## src/rtl/core/mrut_pkg.sv

```systemverilog
// shared types and codes of the multi-resource usage tracker
// no dependencies; imported by every module of the tracker
`default_nettype none

package mrut_pkg;

  localparam int MAX_TYPES = 4;
  localparam int USAGE_W   = 31;
  localparam int AMOUNT_W  = 32;
  localparam int CFG_IDX_W = 3;
  localparam int CFG_DAT_W = 31;

  localparam logic [2:0] ACT_CHECK   = 3'd0;
  localparam logic [2:0] ACT_USE     = 3'd1;
  localparam logic [2:0] ACT_RELEASE = 3'd2;
  localparam logic [2:0] ACT_ADJUST  = 3'd3;
  localparam logic [2:0] ACT_SET     = 3'd4;

  localparam logic [CFG_IDX_W-1:0] REG_CAP0 = 3'd0;
  localparam logic [CFG_IDX_W-1:0] REG_MASK = 3'd4;

  typedef struct packed {
    logic [2:0]                 action;
    logic [1:0]                 type_index;
    logic signed [AMOUNT_W-1:0] amount;
    logic                       last;
  } req_t;

  typedef struct packed {
    logic [1:0]         type_out;
    logic [USAGE_W-1:0] usage_now;
    logic [USAGE_W-1:0] available;
    logic               over_capacity;
    logic               status_ok;
    logic               last_out;
  } rsp_t;

  typedef struct packed {
    logic load_req;
    logic calc;
    logic report;
  } ctrl_cmd_t;

  typedef struct packed {
    logic rsp_stall;
  } ctrl_sts_t;

endpackage

`default_nettype wire

```

## src/rtl/core/mrut_ctrl.sv

```systemverilog
// sequencer of the tracker: accept, compute, report
// depends on mrut_pkg for the command and status structs
`default_nettype none

module mrut_ctrl
  import mrut_pkg::*;
(
  input  wire logic      clk,
  input  wire logic      rst,
  input  wire logic      req_valid,
  output logic           req_ready,
  input  wire ctrl_sts_t sts,
  output ctrl_cmd_t      cmd
);

  typedef enum logic [2:0] {
    ST_IDLE   = 3'b001,
    ST_CALC   = 3'b010,
    ST_REPORT = 3'b100
  } state_t;

  state_t state, state_next;

  always_ff @(posedge clk) begin
    if (rst) begin
      state <= ST_IDLE;
    end else begin
      state <= state_next;
    end
  end

  always_comb begin
    state_next   = state;
    req_ready    = 1'b0;
    cmd          = '0;
    case (state)
      ST_IDLE: begin
        req_ready = 1'b1;
        if (req_valid) begin
          cmd.load_req = 1'b1;
          state_next   = ST_CALC;
        end
      end
      ST_CALC: begin
        cmd.calc   = 1'b1;
        state_next = ST_REPORT;
      end
      ST_REPORT: begin
        // wait until the response register is free
        if (!sts.rsp_stall) begin
          cmd.report = 1'b1;
          state_next = ST_IDLE;
        end
      end
      default: begin
        state_next = ST_IDLE;
      end
    endcase
  end

endmodule

`default_nettype wire

```

## src/rtl/core/mrut_datapath.sv

```systemverilog
// usage store, capacity registers, update arithmetic and response register
// depends on mrut_pkg for payload structs, action and register codes
`default_nettype none

module mrut_datapath
  import mrut_pkg::*;
#(
  parameter int NUM_TYPES = 4
) (
  input  wire logic                 clk,
  input  wire logic                 rst,
  input  wire logic                 cfg_we,
  input  wire logic [CFG_IDX_W-1:0] cfg_index,
  input  wire logic [CFG_DAT_W-1:0] cfg_data,
  input  wire req_t                 req,
  input  wire ctrl_cmd_t            cmd,
  output ctrl_sts_t                 sts,
  output logic                      rsp_valid,
  input  wire logic                 rsp_ready,
  output rsp_t                      rsp
);

  localparam int IDX_W = (NUM_TYPES > 1) ? $clog2(NUM_TYPES) : 1;
  localparam int EXT_W = AMOUNT_W + 2;

  logic [USAGE_W-1:0] usage_store [NUM_TYPES];
  logic [USAGE_W-1:0] capacity    [NUM_TYPES];
  logic [MAX_TYPES-1:0] ovf_mask;
  logic               running_ok;
  logic               check_fail;
  logic               release_fail;
  req_t               req_q;

  logic             type_ok;
  logic [IDX_W-1:0] tidx;
  logic signed [EXT_W-1:0] use_ext, cap_ext, amt_ext;
  logic signed [EXT_W-1:0] sum, diff, headroom, v;
  logic [USAGE_W-1:0] v_clamped;
  logic               writes_usage;
  logic               load_test;
  logic               check_fail_next, release_fail_next;

  logic [USAGE_W-1:0] u_now, c_now;
  logic               over, ok_new;

  assign type_ok = {1'b0, req_q.type_index} < 3'(NUM_TYPES);
  assign tidx    = req_q.type_index[IDX_W-1:0];

  // compute step: new usage and the check / release failures
  always_comb begin
    use_ext  = $signed({{(EXT_W-USAGE_W){1'b0}}, usage_store[tidx]});
    cap_ext  = $signed({{(EXT_W-USAGE_W){1'b0}}, capacity[tidx]});
    amt_ext  = $signed({{(EXT_W-AMOUNT_W){req_q.amount[AMOUNT_W-1]}}, req_q.amount});
    sum      = use_ext + amt_ext;
    diff     = use_ext - amt_ext;
    headroom = cap_ext - use_ext;
    writes_usage = 1'b0;
    case (req_q.action)
      ACT_USE, ACT_ADJUST: begin
        v = sum;
        writes_usage = 1'b1;
      end
      ACT_RELEASE: begin
        v = diff;
        writes_usage = 1'b1;
      end
      ACT_SET: begin
        v = amt_ext;
        writes_usage = 1'b1;
      end
      default: begin
        v = use_ext;
      end
    endcase
    // clamp to the usage range
    if (v[EXT_W-1]) begin
      v_clamped = '0;
    end else if (v[EXT_W-2:USAGE_W] != '0) begin
      v_clamped = '1;
    end else begin
      v_clamped = v[USAGE_W-1:0];
    end
    check_fail_next   = type_ok && (req_q.action == ACT_CHECK) &&
                        !ovf_mask[req_q.type_index] && (amt_ext > headroom);
    release_fail_next = type_ok && (req_q.action == ACT_RELEASE) && diff[EXT_W-1];
  end

  // report step: figures from the updated usage
  always_comb begin
    u_now     = usage_store[tidx];
    c_now     = capacity[tidx];
    over      = u_now > c_now;
    load_test = (req_q.action == ACT_USE) || (req_q.action == ACT_ADJUST) ||
                (req_q.action == ACT_SET);
    ok_new    = running_ok &&
                !(check_fail || release_fail || (type_ok && load_test && over));
  end

  assign sts.rsp_stall = rsp_valid && !rsp_ready;

  always_ff @(posedge clk) begin
    if (rst) begin
      for (int i = 0; i < NUM_TYPES; i++) begin
        usage_store[i] <= '0;
        capacity[i]    <= '0;
      end
      ovf_mask   <= '0;
      running_ok <= 1'b1;
      rsp_valid  <= 1'b0;
    end else begin
      if (cfg_we) begin
        if (cfg_index == REG_MASK) begin
          ovf_mask <= cfg_data[MAX_TYPES-1:0];
        end else if (cfg_index - REG_CAP0 < 3'(NUM_TYPES)) begin
          capacity[cfg_index[IDX_W-1:0]] <= cfg_data[USAGE_W-1:0];
        end
      end
      if (cmd.calc && type_ok && writes_usage) begin
        usage_store[tidx] <= v_clamped;
      end
      if (cmd.report) begin
        running_ok <= req_q.last ? 1'b1 : ok_new;
        rsp_valid  <= 1'b1;
      end else if (rsp_valid && rsp_ready) begin
        rsp_valid <= 1'b0;
      end
    end
  end

  always_ff @(posedge clk) begin
    if (cmd.load_req) begin
      req_q <= req;
    end
    if (cmd.calc) begin
      check_fail   <= check_fail_next;
      release_fail <= release_fail_next;
    end
    if (cmd.report) begin
      rsp.type_out      <= req_q.type_index;
      rsp.usage_now     <= type_ok ? u_now : '0;
      rsp.available     <= (type_ok && (c_now > u_now)) ? (c_now - u_now) : '0;
      rsp.over_capacity <= type_ok && over;
      rsp.status_ok     <= ok_new;
      rsp.last_out      <= req_q.last;
    end
  end

endmodule

`default_nettype wire

```

## src/rtl/core/multi_resource_usage_tracker_top.sv

```systemverilog
// multi-resource usage tracker: the accept, compute, report sequencer takes a transfer
// in idle, then computes and reports it before it takes the next item; the response
// register frees the input side, so the next item transfers while a response waits
// synchronous active-high reset: usage and capacities zero, overflow mask zero,
// running status one, no response pending
// depends on mrut_pkg, mrut_ctrl and mrut_datapath
`default_nettype none

module multi_resource_usage_tracker_top
  import mrut_pkg::*;
#(
  parameter int NUM_TYPES = 4
) (
  input  wire logic                 clk,
  input  wire logic                 rst,
  // configuration writes, to be made only while the tracker is idle; the block does not enforce it
  input  wire logic                 cfg_we,
  input  wire logic [CFG_IDX_W-1:0] cfg_index,
  input  wire logic [CFG_DAT_W-1:0] cfg_data,
  // request channel, one item per resource type, last closes a request
  input  wire logic                 req_valid,
  output logic                      req_ready,
  input  wire req_t                 req,
  // response channel, one result per request item
  output logic                      rsp_valid,
  input  wire logic                 rsp_ready,
  output rsp_t                      rsp
);

  ctrl_cmd_t cmd;
  ctrl_sts_t sts;

  // sequencer: idle takes the transfer, then a compute state and a report state that waits for the response register
  mrut_ctrl u_ctrl (
    .clk       (clk),
    .rst       (rst),
    .req_valid (req_valid),
    .req_ready (req_ready),
    .sts       (sts),
    .cmd       (cmd)
  );

  // register file, clamp arithmetic, running status and response register
  mrut_datapath #(
    .NUM_TYPES (NUM_TYPES)
  ) u_datapath (
    .clk       (clk),
    .rst       (rst),
    .cfg_we    (cfg_we),
    .cfg_index (cfg_index),
    .cfg_data  (cfg_data),
    .req       (req),
    .cmd       (cmd),
    .sts       (sts),
    .rsp_valid (rsp_valid),
    .rsp_ready (rsp_ready),
    .rsp       (rsp)
  );

endmodule

`default_nettype wire

```

## config.mk

```make
export PLATFORM = sky130hd
export DESIGN_NAME = multi_resource_usage_tracker_top
export DESIGN_NICKNAME = d
export VERILOG_FILES = /design/src/rtl/core/mrut_pkg.sv /design/src/rtl/core/mrut_ctrl.sv /design/src/rtl/core/mrut_datapath.sv /design/src/rtl/core/multi_resource_usage_tracker_top.sv
export SDC_FILE = /design/constraint.sdc
export NUM_CORES = 1
export LEC_CHECK = 0
export BUFFER_PORTS_ARGS = -buffer_cell sky130_fd_sc_hd__buf_2
export CELL_PAD_IN_SITES_DETAIL_PLACEMENT = 0
export CELL_PAD_IN_SITES_GLOBAL_PLACEMENT = 1
export CORE_UTILIZATION = 55
export CTS_BUF_LIST = sky130_fd_sc_hd__clkbuf_8
export DETAILED_ROUTE_END_ITERATION = 7
export PLACE_DENSITY_LB_ADDON = 0.1
export SLEW_MARGIN = 15
export SYNTH_ARGS = -nofsm -noshare
export SYNTH_HDL_FRONTEND = slang
export SYNTH_SLANG_ARGS = --single-unit
```

## constraint.sdc

```tcl
create_clock -name clk -period 10.7 [get_ports clk]
set_input_delay 0.535 -clock clk [delete_from_list [all_inputs] [get_ports clk]]
set_output_delay 0.535 -clock clk [all_outputs]
set_load 0.02 [all_outputs]
```

Word-level counts from Yosys, hierarchy flattened

Memory sizes are Yosys's and may differ from the RTL's. A register that Yosys moved wholly into a read port is not among the register bits.
Cells that the tools add are included.

Flip-flop bits (word level): 116
RAM bits: 248
Output and inout bits: 69
Word-level logic and storage cells: 97
Memories kept: 2

$add $sub $neg: 4
Magnitude comparators: 5
Equal/unequal tests: 10
Mux-type cells: 36
Reduce and logical (&&, ||, !) cells: 24

Memories:

| memory                 | words | width | read ports | clocked after memory_dff | write ports | line                | RTL |
|---|---|---|---|---|---|---|---|
| u_datapath.capacity    | 4     | 31    | 1          | 1                        | 4           | mrut_datapath.sv:27 | `logic [USAGE_W-1:0] capacity [NUM_TYPES];` |
| u_datapath.usage_store | 4     | 31    | 1          | 1                        | 4           | mrut_datapath.sv:26 | `logic [USAGE_W-1:0] usage_store [NUM_TYPES];` |

Operators by type and width:

| operator           | count |
|---|---|
| $mux 31            | 4 |
| $pmux 34 s3        | 1 |
| $gt 31x31->1       | 2 |
| $reduce_or 31->1   | 2 |
| $add 32x32->33     | 1 |
| $sub 32x32->33     | 1 |
| $gt 32x32->1       | 1 |
| $sub 31x31->32     | 1 |
| $sub 31x31->31     | 1 |
| $mux 1             | 23 |
| $eq 3x2->1 const B | 3 |
| $eq 3x3->1 const B | 3 |
| $pmux 3 s3         | 1 |
| $logic_and 1x1->1  | 8 |
| $mux 2             | 4 |
| $eq 3x1->1 const B | 2 |
| $mux 3             | 2 |
| $logic_or 1x1->1   | 4 |
| $ne 2x2->1 const B | 2 |
| $reduce_and 2->1   | 2 |
| $reduce_bool 2->1  | 2 |
| $reduce_or 4->1    | 1 |
| $logic_not 1->1    | 3 |
| $logic_not 3->1    | 1 |
| other kinds (4)    | 4 |

Longest topological paths before layout

Gate-level depths: netlist of run 1.

Depth in word-level cells: 9
Mapped depth: 27

By module

From an unflattened synthesis of run 1, not the netlist that was laid out.

Cell total of the unflattened synthesis: 1970
Area, all modules: 21750.9 µm²

By module, submodules not included:

| module        | instances | cells each | area each (µm²) | seq. area each (µm²) |
|---|---|---|---|---|
| mrut_datapath | 1         | 1954       | 21589.5         | 10820.4 |
| mrut_ctrl     | 1         | 16         | 161.4           | 60.1 |

Worst setup path after synthesis of run 1

Ideal clock, no wire load.

Path kind: reg-to-reg
Start: register (tool-made name)
End: register u_datapath.check_fail (data pin)
Data arrival time: 6.676 ns
Path slack: 3.758 ns
Stages on the path, launching flop included: 27
Clock period less this slack: 6.942 ns
Cell sequence: dfxtp_1 clkbuf_1 clkbuf_1 clkbuf_1 buf_1 mux4_2 ha_1 a21oi_1 a21oi_1 nor4_1 o31ai_1 a31o_2 a22oi_1 a21oi_1 a31oi_1 o21bai_1 a21o_1 ha_1 nand4_1 or2_2 nor3_1 nand3_1 or3_1 a211oi_1 nor3_1 xnor2_1 nor4_1

RTL lines:

| item                 | line                 | RTL |
|---|---|---|
| end signal, assigned | mrut_datapath.sv:135 | `check_fail <= check_fail_next;` |
| end, declared        | mrut_datapath.sv:30  | `logic check_fail;` |

==> results of run 1 <==
-- worst min path at each step --
stage | from | end | slack (ps) | cells past startpoint
after detailed placement | u_datapath.req_q[0] | u_datapath.rsp[0] | 450 | 0
after floorplan | u_datapath.req_q[0] | u_datapath.rsp[0] | 430 | 0
after global placement | u_datapath.req_q[0] | u_datapath.rsp[0] | 470 | 0
final | req[0] | u_datapath.req_q[0] | 40 | 1
after global routing | req[0] | u_datapath.req_q[0] | 20 | 1
after CTS | req[0] | u_datapath.req_q[0] | 4 | 1
-- Yosys cell counts, types with 5 or more instances --
master,instances
sky130_fd_sc_hd__xor2_1,17
sky130_fd_sc_hd__o21a_1,10
sky130_fd_sc_hd__o21ba_2,5
sky130_fd_sc_hd__a22oi_1,6
sky130_fd_sc_hd__a21oi_2,8
sky130_fd_sc_hd__o31a_1,5
sky130_fd_sc_hd__nor2_2,6
sky130_fd_sc_hd__xnor2_1,33
sky130_fd_sc_hd__dfxtp_1,11
sky130_fd_sc_hd__clkbuf_1,86
sky130_fd_sc_hd__mux2i_1,13
sky130_fd_sc_hd__nor2_1,331
sky130_fd_sc_hd__nor3b_1,5
sky130_fd_sc_hd__a211oi_1,17
sky130_fd_sc_hd__a31oi_1,14
sky130_fd_sc_hd__buf_1,13
sky130_fd_sc_hd__mux4_2,63
sky130_fd_sc_hd__o41ai_1,5
sky130_fd_sc_hd__o211ai_1,19
sky130_fd_sc_hd__nor2b_1,19
sky130_fd_sc_hd__a221oi_1,10
sky130_fd_sc_hd__nand2b_1,22
sky130_fd_sc_hd__nor3_1,18
sky130_fd_sc_hd__nand2_1,114
sky130_fd_sc_hd__o31ai_1,16
sky130_fd_sc_hd__a221o_1,6
sky130_fd_sc_hd__and2_1,6
sky130_fd_sc_hd__a21o_1,47
sky130_fd_sc_hd__a2111oi_0,9
sky130_fd_sc_hd__nand3_1,20
sky130_fd_sc_hd__a21oi_1,117
sky130_fd_sc_hd__and3_1,25
sky130_fd_sc_hd__inv_1,133
sky130_fd_sc_hd__o21ai_0,65
sky130_fd_sc_hd__or3_1,12
sky130_fd_sc_hd__nand4_1,16
sky130_fd_sc_hd__ha_1,125
sky130_fd_sc_hd__o221ai_1,12
sky130_fd_sc_hd__edfxtp_1,355
sky130_fd_sc_hd__or2_2,16
sky130_fd_sc_hd__o22ai_1,14
sky130_fd_sc_hd__o21bai_1,16
sky130_fd_sc_hd__nor4_1,11
-- area by class of cell --
type | instances | area, sq um
tap | 511 | 639
clock inverter | 40 | 295
clock buffer | 65 | 895
fill | 3159 | 14200
inverter | 137 | 514
sequential | 366 | 10900
multi-input combinational | 1333 | 9600
timing repair buffer | 175 | 951
-- sequential cells by signal (all words and copies together) (netlist names), named ones only --
name	count
u_ctrl.state	3
u_datapath.amt_ext	32
u_datapath.capacity	124
u_datapath.check_fail	1
u_datapath.ovf_mask	4
u_datapath.release_fail	1
u_datapath.req_q	4
u_datapath.rsp	67
u_datapath.rsp_valid	1
u_datapath.running_ok	1
u_datapath.tidx	2
u_datapath.usage_store	124
-- logic make-up after synthesis --
group,count (synthesis),synth area share [%]
simple gates,636,13.4
compound gates,441,14.3
flops,366,51.0
buf+inv,240,4.33
fa+ha+maj,128,7.61
mux,78,7.36
xor+xnor,50,2.05
-- power by group through the flow --
stage          combinational [mW]  clock [mW]  sequential, mW
6_report                     1.41        1.23            1.71
5_1_grt                      1.52        1.29            1.71
4_1_cts                      1.37        1.24            1.71
3_5_place_dp                 1.36           0            1.74
3_3_place_gp                 1.35           0            1.73
2_1_floorplan               0.978           0            1.70
-- layer usage --
metal	vias to the layer above	part of all wire, %	GRT usage [%]
li1	7415	-	-
met1	8040	43	51.3
met2	948	43	49.0
met3	85	11	6.43
met4	0	2.7	10.8
met5	-	0	0
-- worst max-delay path, cell delays in order, from the launching register on --
cell	delay, ps
sky130_fd_sc_hd__dfxtp_4	870
sky130_fd_sc_hd__buf_4	640
sky130_fd_sc_hd__mux4_2	580
sky130_fd_sc_hd__ha_1	370
sky130_fd_sc_hd__a21oi_1	210
sky130_fd_sc_hd__a21oi_1	120
sky130_fd_sc_hd__nor4_1	570
sky130_fd_sc_hd__o31ai_1	310
sky130_fd_sc_hd__a31o_2	350
sky130_fd_sc_hd__a22oi_1	170
sky130_fd_sc_hd__a21oi_1	130
sky130_fd_sc_hd__a31oi_1	260
sky130_fd_sc_hd__o21bai_1	90
sky130_fd_sc_hd__a21o_1	190
sky130_fd_sc_hd__ha_1	360
sky130_fd_sc_hd__nand4_1	160
sky130_fd_sc_hd__or2_2	340
sky130_fd_sc_hd__nor3_1	310
sky130_fd_sc_hd__nand3_1	160
sky130_fd_sc_hd__or3_1	440
sky130_fd_sc_hd__a211oi_1	180
sky130_fd_sc_hd__nor3_1	80
sky130_fd_sc_hd__xnor2_1	130
sky130_fd_sc_hd__nor4_1	250
-- through the flow --
stage / hold slack, ps / power [mW] / utilization, % / worst slack (ps)
after global placement: 470 / 3.09 / 59.5 / 3680
final: 39.3 / 4.34 / 62.7 / 3200
after floorplan: 426 / 2.68 / - / 3760
after CTS: 4.12 / 4.32 / 62.7 / 3320
after detailed placement: 446 / 3.10 / 59.5 / 3400
after global routing: 16.8 / 4.53 / 62.7 / 2850
==> impl_summary.log, run 1 <==
INFO  metric first_iter_violations = around 1900
INFO  metric total_of_endpoints_with_negative_setup_slack_in_the_final_report = 0
INFO  metric max_slew_margin = 26.6%
INFO  metric layout.nets = about 2300
INFO  metric synth_seq_area_share = 51.0%
INFO  metric antenna_left = 0
INFO  metric clock_insertion_delay_worst_skew = ~700 ps
INFO  metric power.share.sequential = about two fifths
INFO  metric routed_wire_length_per_instance = ~25 um
INFO  metric synth_top_flop_cell = sky130_fd_sc_hd__edfxtp_1
INFO  metric antenna_found_initial = 0
INFO  metric grt-ovfl-total = 0
INFO  metric placed_cells_incl_taps = 2522
INFO  metric cts-buffers-inserted = a little under 60
INFO  metric r2r_end = u_datapath.check_fail
INFO  metric ctsRootBufferMaster = sky130_fd_sc_hd__clkbuf_8
INFO  metric route.detailed.drc = 0
INFO  metric vias = approximately 16000
INFO  metric clock_tree.htree_level_count = 2
INFO  metric route.detailed.vias_per_inst = 6.28
INFO  metric place_hpwl = about 46000 um
INFO  metric layout_min_cycle_time = approximately 7500 ps
INFO  metric result_of_the_run = completed
INFO  metric ff2ff_path_depth = 23
INFO  metric clockBufferDepth = 3
INFO  metric initial_utilization = between 50% and 60%
INFO  metric clock-sinks = 366
INFO  metric post_detailed_routing_wire_length = about 67000 um
INFO  metric postSynthCellCount = about 1900
INFO  metric gr-usage-all-layers = approximately 34%
INFO  metric finalInstanceArea = approximately 0.024 sq mm
INFO  metric clock_skew = between 20 and 30 ps
INFO  metric synth.ff_latch_count = 366
INFO  metric mappedNetlistNets = around 2100
INFO  metric slew_viol_final = 0
INFO  metric crit_path_to = u_datapath.check_fail
INFO  metric peakVddDrop = between 0.15 and 0.2 mV
INFO  metric post_synth_main_area_contributors = sky130_fd_sc_hd__edfxtp_1 (50%), sky130_fd_sc_hd__ha_1 (7.3%), sky130_fd_sc_hd__mux4_2 (6.6%)
INFO  metric routabilityCongestion = just under 1
INFO  metric p_sw_share = 34.9%
INFO  metric fmax = approximately 130 MHz
INFO  metric die_w = roughly 200 um
INFO  metric least_margin_pin_slew = ~1100 ps
INFO  metric post_layout_nonfiller_instances = ~2600
INFO  metric syn_area_per_cell = between 10 and 15 sq um
INFO  metric required_time_of_the_worst_setup_path = 11160 ps
INFO  metric cts.reportedPaths.clkPinSlew = 60 ps
INFO  metric post-synth-top-area-fraction = roughly half
INFO  metric die_area = just under 0.04 sq mm
INFO  metric pwr-share-comb = 32.4%
INFO  metric dr.pass1.iters = 6
INFO  metric setup.worst_path.end_class = register
INFO  metric setup.reg_to_reg.worst_slack = 3200 ps
INFO  metric critical_path_class = reg2reg
INFO  metric postCtsHoldBufs = 0
INFO  metric core = approximately 0.038 sq mm
INFO  metric arrival = 7960 ps
INFO  metric proportion_of_register_bits_with_asynchronous_set_or_reset_after_synthesis = 0%
INFO  metric placement.cell_area = between 0.02 and 0.025 sq mm
INFO  metric layout-drive-gt1-share = 18.3%
INFO  metric powerDensity = 183 mW/mm^2
INFO  metric hold_violations = 0
INFO  metric fin_crit_sh = between 70% and 80%
INFO  metric tritoncts = done
INFO  metric num_io_pins = between 100 and 150
INFO  metric port-buffer-count = between 100 and 150
INFO  metric layout_common_cells = sky130_fd_sc_hd__edfxtp_1 (355), sky130_fd_sc_hd__nor2_1 (329), sky130_fd_sc_hd__inv_1 (150), sky130_fd_sc_hd__buf_2 (145), sky130_fd_sc_hd__ha_1 (125)
INFO  metric setup_crit_start_kind = register
INFO  metric die_span_y = between 150 and 200 um
INFO  metric setup-tns-final = 0 ps
INFO  metric clock_power_share = ~28%
INFO  metric max-cap-violations = 0
INFO  metric postCtsSetupRepairBufs = 0
INFO  metric yosysUniqueCellTypes = 79
INFO  metric critical_path_peak_fanout = 33
INFO  metric grt_start_max_net_pins = 48
INFO  metric first_global_vias = 15500
INFO  metric fp-row-count = ~70
INFO  metric yosysWarningCount = 0
INFO  metric post_cts_resize_count = 0
INFO  metric first_pass_grt_wire_length = ~97000 um
INFO  metric final_common_cell = sky130_fd_sc_hd__edfxtp_1
INFO  metric internal_power = 2.83 mW
INFO  metric synth_edf_count = about 360
INFO  metric antenna-diode-count = 0
INFO  metric hold_path_class = in2reg
INFO  metric synthToLayoutAreaGrowth = 11.4%
INFO  metric yosysTopAreaCell = sky130_fd_sc_hd__edfxtp_1
INFO  metric p_leak = 9.63 nW
INFO  metric grt_setup_unrepaired = no
INFO  metric syn_area = ~0.021 sq mm
INFO  metric netSwitchingPower = 1.52 mW
(Power assumes the default switching activity.)
==> run 2: changes to the inputs <==
--- a/config.mk
+++ b/config.mk
@@ -8,7 +8,7 @@
 export BUFFER_PORTS_ARGS = -buffer_cell sky130_fd_sc_hd__buf_2
 export CELL_PAD_IN_SITES_DETAIL_PLACEMENT = 0
 export CELL_PAD_IN_SITES_GLOBAL_PLACEMENT = 1
-export CORE_UTILIZATION = 55
+export CORE_UTILIZATION = 46
 export CTS_BUF_LIST = sky130_fd_sc_hd__clkbuf_8
 export DETAILED_ROUTE_END_ITERATION = 7
 export PLACE_DENSITY_LB_ADDON = 0.1
==> constraint.sdc (replaced) <==
create_clock -name clk -period 6.4 [get_ports clk]
set_input_delay 0.32 -clock clk [delete_from_list [all_inputs] [get_ports clk]]
set_output_delay 0.32 -clock clk [all_outputs]
set_load 0.02 [all_outputs]
==> impl_summary.log, run 2 (same netlist as run 1, synthesis figures left out) <==
INFO  metric layout-drive-gt1-share = between 10% and 20%
INFO  metric antenna-diode-count = 0
INFO  metric routabilityCongestion = 0.923
INFO  metric route.detailed.vias_per_inst = ~5.9
INFO  metric cp_num_cells = 25
INFO  metric gr-usage-all-layers = 30.3%
INFO  metric clock_skew = just under 50 ps
INFO  metric p_leak = between 10 and 15 nW
INFO  metric die_span_y = around 220 um
INFO  metric least_margin_pin_slew = between 1000 and 1500 ps
INFO  metric tritoncts = done
INFO  metric ff2ff_path_depth = 25
INFO  metric critical_path_peak_fanout = 6
INFO  metric path_delay_family = simple AND/OR/NAND/NOR gates
INFO  metric critical-path-slowest-cell = sky130_fd_sc_hd__mux4_2
INFO  metric r2r_end = u_datapath.check_fail
INFO  metric antenna_found_initial = 1
INFO  metric cp_slowest_stage_delay = ~600 ps
INFO  metric powerDensity = 299 mW/mm^2
INFO  metric crit_path_to = u_datapath.check_fail
INFO  metric die_area = 0.0473 sq mm
INFO  metric layout_common_cells = sky130_fd_sc_hd__edfxtp_1 (355), sky130_fd_sc_hd__nor2_1 (329), sky130_fd_sc_hd__buf_2 (145), sky130_fd_sc_hd__inv_1 (143), sky130_fd_sc_hd__ha_1 (124)
INFO  metric initial_utilization = 46.8%
INFO  metric setup.reg_to_reg.worst_slack = about 280 ps
INFO  metric grt-ovfl-total = 0
INFO  metric postLayoutSetupSlackWorst = approximately 280 ps
INFO  metric layout_min_cycle_time = a little over 6000 ps
INFO  metric fp-row-count = 78
INFO  metric place_hpwl = ~51000 um
INFO  metric antenna_left = 0
INFO  metric fin_crit_sh = 95.6%
INFO  metric layout.nets = 2386
INFO  metric port-buffer-count = 145
INFO  metric hold_path_class = in2reg
INFO  metric grt_start_max_net_pins = 70
INFO  metric clock_tree.htree_level_count = 3
INFO  metric cts.reportedPaths.clkPinSlew = approximately 70 ps
INFO  metric post_detailed_routing_wire_length = just over 70000 um
INFO  metric core = around 0.046 sq mm
INFO  metric setup-tns-final = 0 ps
INFO  metric clock_insertion_delay_worst_skew = approximately 660 ps
INFO  metric fin_util = a little over half
INFO  metric setup_crit_start_kind = register
INFO  metric die_w = about 220 um
INFO  metric routed_wire_length_per_instance = 25.1 um
INFO  metric required_time_of_the_worst_setup_path = between 6000 and 7000 ps
INFO  metric peakVddDrop = about 0.20 mV
INFO  metric slew_viol_final = 0
INFO  metric max-cap-violations = 0
INFO  metric arrival = approximately 6500 ps
INFO  metric dr.pass1.iters = 6
INFO  metric synthToLayoutAreaGrowth = 16.9%
INFO  metric biggestRegsByFlops = u_datapath.capacity x124, u_datapath.usage_store x124, u_datapath.rsp x67
INFO  metric fmax = about 160 MHz
INFO  metric worstHoldStart = cfg_data[13]
INFO  metric clockBufferDepth = 3
INFO  metric cts-buffers-inserted = 66
INFO  metric ctsRootBufferMaster = sky130_fd_sc_hd__clkbuf_8
INFO  metric vias = between 15000 and 20000
INFO  metric route.detailed.drc = 0
INFO  metric clock-sinks = ~370
INFO  metric max_slew_margin = 29.2%
INFO  metric critical_path_class = reg2reg
INFO  metric result_of_the_run = completed
INFO  metric hold_violations = 0
INFO  metric final_common_cell = sky130_fd_sc_hd__edfxtp_1
INFO  metric first_iter_violations = 1721
INFO  metric power.total = 7.47 mW
INFO  metric num_io_pins = ~150
INFO  metric setup.worst_path.end_class = register
INFO  metric timing.critical_path.buf_inv = 3
INFO  metric fin_hold_ws = roughly 47 ps
INFO  metric total_of_endpoints_with_negative_setup_slack_in_the_final_report = 0
INFO  metric preCtsSetupSlack = 143 ps
INFO  metric first_pass_grt_wire_length = between 100000 and 150000 um
INFO  metric first_global_vias = around 16000
==> run 2: cell count changes in the layout (fill, tap and decap cells not counted), sizes merged <==
cell,previous run,this run
clkinvlp,0,2
bufinv,4,3
inv,153,150
clkinv,20,30
dlygate4sd3,0,62
buf,175,215
clkbuf,65,69
==> run 2: worst min-delay path, cell delays in order <==
cell and delay [ps]:
sky130_fd_sc_hd__buf_2 70, sky130_fd_sc_hd__nand2_1 100, sky130_fd_sc_hd__inv_1 70
==> run 2: area by class of cell <==
| type | count | area, sq um |
|---|---|---|
| clock buffers | 69 | 950 |
| clock inverters | 48 | 302 |
| fillers | 4034 | 20600 |
| inverters | 137 | 514 |
| multi-input cells | 1333 | 9640 |
| flip-flops and latches | 366 | 10900 |
| well taps | 600 | 751 |
| repair buffers | 277 | 1900 |
==> run 2: what timing repair did <==
action / CTS / global route
endpoints found under the hold margin: 61 / 0
setup endpoints to repair: 0 / 1
hold buffers: 62 / 0
resized for setup: 0 / 12
setup buffers: 0 / 4
==> run 2: worst min path at each step <==
stage / end / slack [ps] / depth (start not counted)
4_1_cts: u_datapath.capacity[3][10] / 4 / 3
3_5_place_dp: u_datapath.rsp[0] / 450 / 0
5_1_grt: u_datapath.capacity[3][13] / 30 / 3
6_report: u_datapath.capacity[3][13] / 50 / 3
3_3_place_gp: u_datapath.rsp[0] / 440 / 0
2_1_floorplan: u_datapath.amt_ext[0] / 420 / 0
==> run 2: per-stage QoR <==
stage | area [sq um] | std cells
CTS | 24900 | 2826
floorplan | 21300 | 1939
finish | 25000 | 2830
global placement | 23000 | 2647
detailed placement | 23000 | 2647
global route | 25000 | 2830
==> run 2: power breakdown <==
part | internal (mW) | total (mW) | switching, mW
Combinational | 0.925 | 2.47 | 1.55
Sequential | 2.77 | 2.84 | 0.0712
Clock | 1.13 | 2.15 | 1.02
==> run 2: routing by layer <==
metal	routed length, um	vias to the layer above	track usage (%)
met4	2080	0	10.2
li1	-	7669	-
met1	31900	8201	43.6
met5	0	-	0
met3	5510	118	6.32
met2	31600	710	45.3
